===== src/mte_pkg.sv =====
// shared types, constants and code tables of the morse text encoder
package mte_pkg;

  localparam int unsigned UnitW = 16;
  localparam int unsigned DurW  = 21;
  localparam int unsigned SegUW = 5;

  localparam logic [2:0] CMD_CHAR = 3'd0;
  localparam logic [2:0] CMD_EOT  = 3'd1;
  localparam logic [2:0] CMD_SOM  = 3'd2;
  localparam logic [2:0] CMD_EOM  = 3'd3;
  localparam logic [2:0] CMD_ERR  = 3'd4;
  localparam logic [2:0] CMD_UND  = 3'd5;
  localparam logic [2:0] CMD_WAIT = 3'd6;
  localparam logic [2:0] CMD_CTS  = 3'd7;

  localparam logic [7:0] CH_NUL    = 8'h00;
  localparam logic [7:0] CH_SPACE  = 8'h20;
  localparam logic [7:0] CH_PERIOD = 8'h2e;

  localparam logic [SegUW-1:0] U_DOT   = 5'd1;
  localparam logic [SegUW-1:0] U_DASH  = 5'd3;
  localparam logic [SegUW-1:0] U_SPACE = 5'd1;
  localparam logic [SegUW-1:0] U_EOS   = 5'd2;
  localparam logic [SegUW-1:0] U_WORD  = 5'd6;
  localparam logic [SegUW-1:0] U_SENT  = 5'd10;
  localparam logic [SegUW-1:0] U_EOM   = 5'd21;
  localparam logic [SegUW-1:0] U_NONE  = 5'd0;

  localparam logic [UnitW-1:0] UNIT_RESET = 16'd60;

  typedef enum logic [2:0] {
    SEG_GAP,
    SEG_ON,
    SEG_OFF,
    SEG_EOS,
    SEG_TRAIL
  } seg_e;

  // pattern is sent msb first from bit top, 1 is a dash
  typedef struct packed {
    logic       ok;
    logic [2:0] top;
    logic [7:0] pat;
  } code_t;

  typedef struct packed {
    logic load;
    logic emit;
    seg_e kind;
    logic last;
    logic step;
  } cmd_t;

  typedef struct packed {
    logic nx_gap;
    logic nx_code;
    logic nx_trail;
    logic code;
    logic trail;
    logic elem_zero;
    logic out_free;
  } sts_t;

  function automatic code_t mk(input logic [3:0] len, input logic [7:0] pat);
    code_t c;
    c.ok  = 1'b1;
    c.top = 3'(len - 4'd1);
    c.pat = pat;
    return c;
  endfunction

  function automatic code_t char_code(input logic [7:0] ch);
    logic [7:0] up;
    code_t      c;
    up = (ch >= 8'h61 && ch <= 8'h7a) ? ch - 8'h20 : ch;
    c  = '0;
    unique case (up)
      8'h41: c = mk(4'd2, 8'b01);
      8'h42: c = mk(4'd4, 8'b1000);
      8'h43: c = mk(4'd4, 8'b1010);
      8'h44: c = mk(4'd3, 8'b100);
      8'h45: c = mk(4'd1, 8'b0);
      8'h46: c = mk(4'd4, 8'b0010);
      8'h47: c = mk(4'd3, 8'b110);
      8'h48: c = mk(4'd4, 8'b0000);
      8'h49: c = mk(4'd2, 8'b00);
      8'h4a: c = mk(4'd4, 8'b0111);
      8'h4b: c = mk(4'd3, 8'b101);
      8'h4c: c = mk(4'd4, 8'b0100);
      8'h4d: c = mk(4'd2, 8'b11);
      8'h4e: c = mk(4'd2, 8'b10);
      8'h4f: c = mk(4'd3, 8'b111);
      8'h50: c = mk(4'd4, 8'b0110);
      8'h51: c = mk(4'd4, 8'b1101);
      8'h52: c = mk(4'd3, 8'b010);
      8'h53: c = mk(4'd3, 8'b000);
      8'h54: c = mk(4'd1, 8'b1);
      8'h55: c = mk(4'd3, 8'b001);
      8'h56: c = mk(4'd4, 8'b0001);
      8'h57: c = mk(4'd3, 8'b011);
      8'h58: c = mk(4'd4, 8'b1001);
      8'h59: c = mk(4'd4, 8'b1011);
      8'h5a: c = mk(4'd4, 8'b1100);
      8'h30: c = mk(4'd5, 8'b11111);
      8'h31: c = mk(4'd5, 8'b01111);
      8'h32: c = mk(4'd5, 8'b00111);
      8'h33: c = mk(4'd5, 8'b00011);
      8'h34: c = mk(4'd5, 8'b00001);
      8'h35: c = mk(4'd5, 8'b00000);
      8'h36: c = mk(4'd5, 8'b10000);
      8'h37: c = mk(4'd5, 8'b11000);
      8'h38: c = mk(4'd5, 8'b11100);
      8'h39: c = mk(4'd5, 8'b11110);
      8'h2e: c = mk(4'd6, 8'b010101);
      8'h2c: c = mk(4'd6, 8'b110011);
      8'h3a: c = mk(4'd6, 8'b111000);
      8'h3f: c = mk(4'd6, 8'b001100);
      8'h27: c = mk(4'd6, 8'b011110);
      8'h2d: c = mk(4'd6, 8'b100001);
      8'h2f: c = mk(4'd5, 8'b10010);
      8'h28: c = mk(4'd5, 8'b10110);
      8'h29: c = mk(4'd6, 8'b101101);
      8'h22: c = mk(4'd6, 8'b010010);
      8'h3d: c = mk(4'd5, 8'b10001);
      8'h2b: c = mk(4'd5, 8'b01010);
      8'h2a: c = mk(4'd4, 8'b1001);
      8'h40: c = mk(4'd6, 8'b011010);
      default: c = '0;
    endcase
    return c;
  endfunction

  function automatic code_t prosign_code(input logic [2:0] cmd);
    code_t c;
    c = '0;
    unique case (cmd)
      CMD_SOM:  c = mk(4'd5, 8'b10101);
      CMD_EOM:  c = mk(4'd6, 8'b000101);
      CMD_ERR:  c = mk(4'd8, 8'b00000000);
      CMD_UND:  c = mk(4'd5, 8'b00010);
      CMD_WAIT: c = mk(4'd5, 8'b01000);
      CMD_CTS:  c = mk(4'd3, 8'b101);
      default:  c = '0;
    endcase
    return c;
  endfunction

endpackage


===== src/mte_datapath.sv =====
// datapath: item plan, element counter, sentence state, unit register and output register
module mte_datapath import mte_pkg::*; (
  input  logic             clk_i,
  input  logic             rst_ni,
  input  logic             cfg_we_i,
  input  logic [UnitW-1:0] cfg_wdata_i,
  input  logic [2:0]       command_i,
  input  logic [7:0]       char_code_i,
  input  cmd_t             cmd_i,
  output sts_t             sts_o,
  input  logic             out_stall_i,
  output logic             out_valid_o,
  output logic             key_on_o,
  output logic [DurW-1:0]  duration_o,
  output logic             last_o
);

  logic [UnitW-1:0] unit_q;
  logic             sent_open_q, sent_open_d;
  logic             space_pend_q, space_pend_d;
  logic             code_q;
  logic [7:0]       pat_q;
  logic [2:0]       elem_q;
  logic [SegUW-1:0] trail_q;
  logic             out_valid_q;
  logic             key_q;
  logic [DurW-1:0]  dur_q;
  logic             last_q;

  code_t            nx_code;
  logic             nx_gap;
  logic [SegUW-1:0] nx_trail;
  logic [SegUW-1:0] seg_units;
  logic             seg_key;
  logic [DurW-1:0]  seg_dur;

  // plan of the item at the input
  always_comb begin
    nx_code      = '0;
    nx_gap       = 1'b0;
    nx_trail     = U_NONE;
    sent_open_d  = sent_open_q;
    space_pend_d = space_pend_q;
    if (command_i == CMD_CHAR) begin
      if (char_code_i == CH_NUL) begin
        nx_code = '0;
      end else if (char_code_i == CH_SPACE) begin
        space_pend_d = 1'b1;
      end else begin
        nx_code      = char_code(char_code_i);
        nx_gap       = space_pend_q && sent_open_q;
        space_pend_d = 1'b0;
        if (nx_code.ok) begin
          if (char_code_i == CH_PERIOD) begin
            nx_trail    = U_SENT;
            sent_open_d = 1'b0;
          end else begin
            sent_open_d = 1'b1;
          end
        end
      end
    end else if (command_i == CMD_EOT) begin
      nx_trail     = sent_open_q ? U_SENT : U_NONE;
      sent_open_d  = 1'b0;
      space_pend_d = 1'b0;
    end else begin
      nx_code  = prosign_code(command_i);
      nx_trail = (command_i == CMD_EOM) ? U_EOM : U_SENT;
    end
  end

  always_ff @(posedge clk_i or negedge rst_ni) begin
    if (!rst_ni) begin
      unit_q       <= UNIT_RESET;
      sent_open_q  <= 1'b0;
      space_pend_q <= 1'b0;
      code_q       <= 1'b0;
      trail_q      <= U_NONE;
      out_valid_q  <= 1'b0;
    end else begin
      if (cfg_we_i) begin
        unit_q <= cfg_wdata_i;
      end
      if (cmd_i.load) begin
        sent_open_q  <= sent_open_d;
        space_pend_q <= space_pend_d;
        code_q       <= nx_code.ok;
        trail_q      <= nx_trail;
      end
      if (cmd_i.emit) begin
        out_valid_q <= 1'b1;
      end else if (!out_stall_i) begin
        out_valid_q <= 1'b0;
      end
    end
  end

  always_ff @(posedge clk_i) begin
    if (cmd_i.load) begin
      pat_q  <= nx_code.pat;
      elem_q <= nx_code.top;
    end else if (cmd_i.step) begin
      elem_q <= elem_q - 3'd1;
    end
    if (cmd_i.emit) begin
      key_q  <= seg_key;
      dur_q  <= seg_dur;
      last_q <= cmd_i.last;
    end
  end

  always_comb begin
    seg_key   = 1'b0;
    seg_units = U_NONE;
    unique case (cmd_i.kind)
      SEG_GAP:   seg_units = U_WORD;
      SEG_ON: begin
        seg_key   = 1'b1;
        seg_units = pat_q[elem_q] ? U_DASH : U_DOT;
      end
      SEG_OFF:   seg_units = U_SPACE;
      SEG_EOS:   seg_units = U_EOS;
      SEG_TRAIL: seg_units = trail_q;
      default:   seg_units = U_NONE;
    endcase
  end

  assign seg_dur = DurW'(seg_units) * DurW'(unit_q);

  assign sts_o.nx_gap    = nx_gap;
  assign sts_o.nx_code   = nx_code.ok;
  assign sts_o.nx_trail  = (nx_trail != U_NONE);
  assign sts_o.code      = code_q;
  assign sts_o.trail     = (trail_q != U_NONE);
  assign sts_o.elem_zero = (elem_q == 3'd0);
  assign sts_o.out_free  = !out_valid_q || !out_stall_i;

  assign out_valid_o = out_valid_q;
  assign key_on_o    = key_q;
  assign duration_o  = dur_q;
  assign last_o      = last_q;

endmodule


===== src/mte_ctrl.sv =====
// controller: steps through word gap, code elements, end of symbol and trailing gap
module mte_ctrl import mte_pkg::*; (
  input  logic clk_i,
  input  logic rst_ni,
  input  logic in_valid_i,
  output logic in_stall_o,
  input  sts_t sts_i,
  output cmd_t cmd_o
);

  localparam logic [2:0] S_IDLE  = 3'd0;
  localparam logic [2:0] S_GAP   = 3'd1;
  localparam logic [2:0] S_ON    = 3'd2;
  localparam logic [2:0] S_OFF   = 3'd3;
  localparam logic [2:0] S_EOS   = 3'd4;
  localparam logic [2:0] S_TRAIL = 3'd5;

  logic [2:0] state_q, state_d;

  always_comb begin
    state_d      = state_q;
    cmd_o        = '0;
    cmd_o.kind   = SEG_GAP;
    unique case (state_q)
      S_IDLE: begin
        if (in_valid_i) begin
          cmd_o.load = 1'b1;
          priority if (sts_i.nx_gap) state_d = S_GAP;
          else if (sts_i.nx_code)    state_d = S_ON;
          else if (sts_i.nx_trail)   state_d = S_TRAIL;
          else                       state_d = S_IDLE;
        end
      end
      S_GAP: begin
        cmd_o.kind = SEG_GAP;
        cmd_o.last = !sts_i.code && !sts_i.trail;
        if (sts_i.out_free) begin
          cmd_o.emit = 1'b1;
          priority if (sts_i.code) state_d = S_ON;
          else if (sts_i.trail)    state_d = S_TRAIL;
          else                     state_d = S_IDLE;
        end
      end
      S_ON: begin
        cmd_o.kind = SEG_ON;
        if (sts_i.out_free) begin
          cmd_o.emit = 1'b1;
          state_d    = S_OFF;
        end
      end
      S_OFF: begin
        cmd_o.kind = SEG_OFF;
        if (sts_i.out_free) begin
          cmd_o.emit = 1'b1;
          cmd_o.step = !sts_i.elem_zero;
          state_d    = sts_i.elem_zero ? S_EOS : S_ON;
        end
      end
      S_EOS: begin
        cmd_o.kind = SEG_EOS;
        cmd_o.last = !sts_i.trail;
        if (sts_i.out_free) begin
          cmd_o.emit = 1'b1;
          state_d    = sts_i.trail ? S_TRAIL : S_IDLE;
        end
      end
      S_TRAIL: begin
        cmd_o.kind = SEG_TRAIL;
        cmd_o.last = 1'b1;
        if (sts_i.out_free) begin
          cmd_o.emit = 1'b1;
          state_d    = S_IDLE;
        end
      end
      default: state_d = S_IDLE;
    endcase
  end

  always_ff @(posedge clk_i or negedge rst_ni) begin
    if (!rst_ni) begin
      state_q <= S_IDLE;
    end else begin
      state_q <= state_d;
    end
  end

  assign in_stall_o = (state_q != S_IDLE);

  a_emit_free: assert property (@(posedge clk_i) disable iff (!rst_ni)
    cmd_o.emit |-> sts_i.out_free) else $error("segment written into a full output register");

  a_last_idle: assert property (@(posedge clk_i) disable iff (!rst_ni)
    cmd_o.emit && cmd_o.last |=> state_q == S_IDLE) else $error("work left after last segment");

  a_hold_blocked: assert property (@(posedge clk_i) disable iff (!rst_ni)
    state_q != S_IDLE && !sts_i.out_free |=> $stable(state_q))
    else $error("controller advanced while output was blocked");

  a_step_off: assert property (@(posedge clk_i) disable iff (!rst_ni)
    cmd_o.step |-> state_q == S_OFF && cmd_o.emit) else $error("element step outside a space");

endmodule


===== src/morse_text_encoder.sv =====
// top level of the morse text encoder: controller plus datapath
// Each accepted item (a character or a command) yields up to eighteen keying segments,
// one per clock cycle while the output is not stalled, from a controller that walks word
// gap, code elements, end of symbol and trailing gap; an item keeps the input stalled after
// its transfer until its last segment is written, and one that yields none does not stall
// the input. The last segment of an item may wait in the output register while the next
// item is taken. Durations are the unit count times the unit register, formed in one 21-bit
// multiply ahead of the output register.
module morse_text_encoder import mte_pkg::*; (
  input  logic             clk_i,
  input  logic             rst_ni,
  input  logic             cfg_we_i,
  input  logic [UnitW-1:0] cfg_wdata_i,
  input  logic             in_valid_i,
  output logic             in_stall_o,
  input  logic [2:0]       command_i,
  input  logic [7:0]       char_code_i,
  output logic             out_valid_o,
  input  logic             out_stall_i,
  output logic             key_on_o,
  output logic [DurW-1:0]  duration_o,
  output logic             last_o
);

  cmd_t cmd;
  sts_t sts;

  mte_ctrl u_ctrl (
    .clk_i      (clk_i),
    .rst_ni     (rst_ni),
    .in_valid_i (in_valid_i),
    .in_stall_o (in_stall_o),
    .sts_i      (sts),
    .cmd_o      (cmd)
  );

  mte_datapath u_dp (
    .clk_i       (clk_i),
    .rst_ni      (rst_ni),
    .cfg_we_i    (cfg_we_i),
    .cfg_wdata_i (cfg_wdata_i),
    .command_i   (command_i),
    .char_code_i (char_code_i),
    .cmd_i       (cmd),
    .sts_o       (sts),
    .out_stall_i (out_stall_i),
    .out_valid_o (out_valid_o),
    .key_on_o    (key_on_o),
    .duration_o  (duration_o),
    .last_o      (last_o)
  );

endmodule


===== config.mk =====
export PLATFORM = sky130hd
export DESIGN_NAME = morse_text_encoder
export DESIGN_NICKNAME = d
export VERILOG_FILES = /design/src/mte_pkg.sv /design/src/mte_datapath.sv /design/src/mte_ctrl.sv /design/src/morse_text_encoder.sv
export SDC_FILE = /design/constraint.sdc
export NUM_CORES = 1
export LEC_CHECK = 0
export BUFFER_PORTS_ARGS = -buffer_cell sky130_fd_sc_hd__buf_2
export CAP_MARGIN = 15
export CORE_MARGIN = 2
export CORE_UTILIZATION = 61
export DETAILED_ROUTE_END_ITERATION = 6
export PLACE_DENSITY = 0.78
export SLEW_MARGIN = 15
export SYNTH_ARGS = -nofsm -noshare
export SYNTH_HDL_FRONTEND = slang
export SYNTH_HIERARCHICAL = 1
export SYNTH_SLANG_ARGS = --single-unit

===== constraint.sdc =====
create_clock -name clk_i -period 7.1 [get_ports clk_i]
set_input_delay 0.355 -clock clk_i [delete_from_list [all_inputs] [get_ports clk_i]]
set_output_delay 0.355 -clock clk_i [all_outputs]
set_load 0.005 [all_outputs]

-- Word-level counts from Yosys, hierarchy flattened
Memory sizes are Yosys's and may differ from the RTL's.
Index checks and enable logic that the tools add are counted.
Widths: inputs -> output; s select.
- ROM bits: 1280
- bits in registers: 62
- output and inout bits: 25
- memories: 1
- mux-type cells: 59
- $mul: 1
- add/sub/neg operators: 2
- eq/ne operators: 28
- reduce and logical (&&, ||, !) cells: 22
- $lt $le $gt $ge: 3
- memories (memory ; words ; width ; read ports ; clocked after memory_dff ; write ports ; line ; RTL):
    (no name shown) ; 128 ; 10 ; 1 ; 0 ; 0 ; mte_pkg.sv:78 ; unique case (up)
- operators with widths (operator ; number):
    $mux 12 ; 8
    $pmux 12 s6 ; 1
    $mux 3 ; 14
    $mux 5 ; 6
    $pmux 5 s5 ; 1
    $eq 3x3->1 const B ; 7
    $mul 5x16->21 ; 1
    $mux 1 ; 21
    $pmux 4 s5 ; 1
    $eq 3x2->1 const B ; 6
    $ne 2x2->1 const B ; 9
    $pmux 3 s6 ; 1
    $eq 8x6->1 const B ; 2
    $logic_not 3->1 ; 4
    $reduce_bool 5->1 ; 2
    $eq 3x1->1 const B ; 3
    $ge 8x7->1 const B ; 1
    $le 8x7->1 const B ; 1
    $logic_not 8->1 ; 1
    $mux 4 ; 2
    $mux 8 ; 1
    $sub 8x6->8 const B ; 1
    $reduce_and 6->1 ; 1
    $logic_not 1->1 ; 5
    12 further kinds ; 15

-- Longest topological paths before layout
An unclocked memory read counts as a cell.
- depth after elaboration: 18
- depth in mapped cells: 21

-- Modules after synthesis
Netlist, hierarchy kept.
- by module, submodules not included (module ; sequential area each (um2) ; area an instance (um2) ; times used ; cells an instance):
    mte_datapath ; 1516.5 ; 5567.8 ; 1 ; 606
    mte_ctrl ; 75.1 ; 370.4 ; 1 ; 52

-- Worst setup path after synthesis
Ideal clock, no wire load.
- kind: reg2reg
- start: register u_ctrl.state_q[1]
- end: register u_dp.dur_q[19], in the netlist u_dp/duration_o[19], data pin
- setup time: 0.278 ns
- slack: 1.507 ns
- path buffers: 2
- arrival: 5.316 ns
- clock period less this slack: 5.593 ns
- stages on the path, launching flop included: 20
- cells stage by stage: dfrtp_1 -> buf_4 -> inv_2 -> ha_1 -> nor3_1 -> nor4b_1 -> clkbuf_1 -> and2_1 -> fa_1 -> fa_1 -> inv_1 -> fa_1 -> inv_1 -> ha_1 -> inv_1 -> o311a_1 -> nor3b_1 -> o2111ai_1 -> nand2_1 -> o311ai_0
- RTL lines (what ; line ; RTL):
    start: declaration ; mte_ctrl.sv:18 ; logic [2:0] state_q, state_d;
    start signal: assignment ; mte_ctrl.sv:83 ; state_q <= state_d;
    end signal: assignment ; mte_datapath.sv:107 ; dur_q <= seg_dur;
    end: declaration ; mte_datapath.sv:27 ; logic [DurW-1:0] dur_q;

==> results.md <==
* PD cells at 489.8 nW/um^2
* Max-Slew Margin vs Limit at 27.42%
* Num CTS Buffers at 9
* Fraction of the mapped netlist area in adder cells at 22.59%
* Fin util at 67.74%
* Critical Path Start Type: flop
* Critical Path RT at 7.18 ns
* Clk slew on worst S/H paths at 0.07 ns
* Crit path DAT at 6.02 ns
* Die width at 102.7 um
* Drc violations at 0
* Syn. warnings at 6
* Final nets at 811
* EDFF count, synth at 32
* DR iter-0 viols at 351
* Post-synthesis simple-gate area fraction at 20.25%
* Max cap viols at 0
* Main combinational cell family by area after synthesis: adder cells
* DRT Wirelength at 12960 um
* First-pass GRT wire length at 21890 um
* Compound-cell area share of the yosys netlist at 15.57%
* CTS tree: built
* ANT nets after route at 0
* Crit Path Category: flop to flop
* Synth area leaders: edfxtp_1 (16%), fa_1 (14%), dfrtp_1 (8.8%)
* Worst slew pin tran at 1.089 ns
* Yosys cell types at 68
* CP Capture Type: flop
* Longest Clk Path Bufs at 2
* CTS Root Cell: clkbuf_8
* Final HPWL DP at 9711 um
* Post-synthesis mux area share at 4.488%
* Hold-fix buffers at CTS at 0
* Htree depth at 3
* Fmax at 0.1684 GHz
* Final instance area at 6499 um^2
* CTS Sinks at 57
* Placed cell areas at 6271 um^2
* Fin. Hold Viols at 0
* Syn Inst Count at 658
* Via count at 4893
* Lkg Pwr at 2.908 nW
* Initial antenna violation count at 0
* Avg Vias per Cell at 5.860
* I/O Buffers at 56
* GRT Overall Usage at 26.52%
* Sequential share of the synthesized area at 26.80%
* Setup Buffers After CTS at 0
* Total core area at 9594 um^2
* Starting Density at 61.89%
* Unrepaired setup endpoints after global routing: false
* Layout area overhead at 9.439%
* Final worst-path cycle share at 83.63%
* Top fanout value on the critical path at 16
* Layout Skew at 0.006959 ns
* Yosys top cell area share at 16.18%
* Setup TNS at 0 ns
* Synth Area in XOR/XNOR at 2.360%
* Post-synth design cell area at 5938 um^2
* R2R setup slack at 1.16 ns
* Min Clock Period, post-route at 5.938 ns
* IO Pins at 57
* Dpl ws at 1.216 ns
* Hold Crit Class: primary input to asynchronous set/reset pin
* Slew Viols, Final at 0
* Largest area contributor in the netlist: edfxtp_1
* Final setup violation count at 0
* Drt first pass iters at 5
* Asr flop ratio synth at 43.86%
* Post-CTS Resized at 0
* Die Area at 10540 um^2
* Top FF cell, synth: edfxtp_1
* Status: finished, final reports clean
* DR WL/cell at 15.52 um
* Register bit total from synthesis at 57
* Setup ws final at 1.162 ns
* Largest net degree at the start of global routing at 37
* ANT cells at 0
* Layout cells sized above 1 at 15.81%
* GPL Wtd Cong at 0.9246
* Mapped Nets at 772
* Clock latency on the worst-skew pair at 0.35 ns
* Global route total overflow at 0
* Vias in the first global route at 4758
* Die Ht at 102.7 um
* FP Rows at 36
* Filler instances at 767
* Syn_area_per_cell at 9.025 um^2
* Peak VDD IR at 0.0002660 V
critical path, stage by stage, from the launching register on:
cell,delay (ns)
dfrtp_1,0.59
inv_2,0.10
ha_1,0.36
nor3_1,0.56
nor4b_2,0.33
buf_4,0.24
and2_1,0.17
fa_1,0.45
fa_1,0.54
inv_1,0.05
fa_1,0.53
inv_1,0.04
ha_1,0.36
inv_1,0.08
o311a_1,0.37
nor3b_1,0.42
o2111ai_1,0.19
nand2_1,0.14
o311ai_0,0.13
final timing paths:
kind,depth (start not counted),to,from
min,1,u_dp/out_valid_o$_DFFE_PN0P_,rst_ni
max in group asynchronous,1,u_dp/unit_q[15]$_DFFE_PN0P_,rst_ni
max reg2reg,18,u_dp/duration_o[19]$_DFFE_PP_,u_ctrl/state_q[1]$_DFFE_PN0P_
max,18,u_dp/duration_o[19]$_DFFE_PP_,u_ctrl/state_q[1]$_DFFE_PN0P_
min in group clk_i,2,u_dp/unit_q[4]$_DFFE_PN1P_,cfg_wdata_i[4]
min reg2reg,2,u_dp/space_pend_q$_DFFE_PN0P_,u_dp/space_pend_q$_DFFE_PN0P_
state kept, by name (all words and copies together) (netlist names):
| register | cells |
|---|---|
| u_ctrl/state_q | 3 |
| u_dp/code_q | 1 |
| u_dp/duration_o | 21 |
| u_dp/elem_q | 3 |
| u_dp/key_on_o | 1 |
| u_dp/last_o | 1 |
| u_dp/out_valid_o | 1 |
| u_dp/pat_q | 6 |
| u_dp/sent_open_q | 1 |
| u_dp/space_pend_q | 1 |
| u_dp/trail_q | 2 |
| u_dp/unit_q | 16 |
report_power, final:
| part | switching (mW) | internal [mW] | leakage (nW) |
|---|---|---|---|
| Combinational | 1.26 | 0.894 | 2.19 |
| Clock | 0.134 | 0.213 | 0.115 |
| Sequential | 0.0734 | 0.608 | 0.600 |
| Total | 1.47 | 1.72 | 2.91 |
final cells by class:
class	count	area, um^2	share of cell area, %
multi-input combinational	484	3887	59.82
sequential	57	1592	24.49
timing repair buffer	59	302.8	4.659
inverter	86	322.8	4.967
tap	133	166.4	2.561
clock inverter	1	30.03	0.4621
clock buffer	15	197.7	3.042
Yosys cell counts (11+ instances only):
cell and number:
fa_1 42, dfrtp_1 21, edfxtp_1 32, and2_1 58
clkbuf_1 21, nor2_1 29, inv_1 85, mux2_2 19
nand2b_1 15, a211oi_1 13, ha_1 40, xnor2_1 11
nand2_1 63, o21ai_0 23, a21oi_1 36
metal layers:
metal,track usage [%],vias to the layer above,wire length (um)
li1,-,2338,-
met1,35.79,2380,5831
met2,44.34,157,6232
met3,5.085,18,733
met4,6.564,0,161
met5,0,-,0
layout by cell type, fill, tap and decap left out, types with 4 or more instances in the layout:
cell and instances:
clkbuf_8 12, o22ai_1 5, nor3b_1 4, buf_2 56, o21a_1 4, xnor2_1 11, dfrtp_1 21, a21oi_1 36
nor2b_1 7, fa_1 42, a31oi_1 8, nor3_1 10, a21o_1 6, or4_1 4, o21ai_0 23, o211ai_1 5
o22a_1 4, inv_1 85, nor2_1 29, nand2_1 63, a211oi_1 13, mux2_2 19, xor2_1 5, nand2b_1 15
or3_1 4, nor4_1 5, dfstp_2 4, edfxtp_1 32, nand3_1 8, ha_1 40, and2_1 58
kinds of logic after synthesis:
logic type / after synthesis
AO/OA/AOI/OAI: 138
XOR/XNOR: 16
adder cells (fa/ha/maj): 82
buffers and inverters: 117
flip-flops: 57
multiplexers: 23
AND/OR/NAND/NOR: 225
per-stage QoR:
stage	instances	hold WS (ns)	total power, mW
finish	835	0.004195	3.183
global route	835	0.04952	3.539
global placement	819	0.3736	2.731
floorplan	658	0.05941	2.335
detailed placement	819	0.3931	2.821
CTS	835	0.007980	3.194
Note: power is estimated with default switching activity, not from simulation.
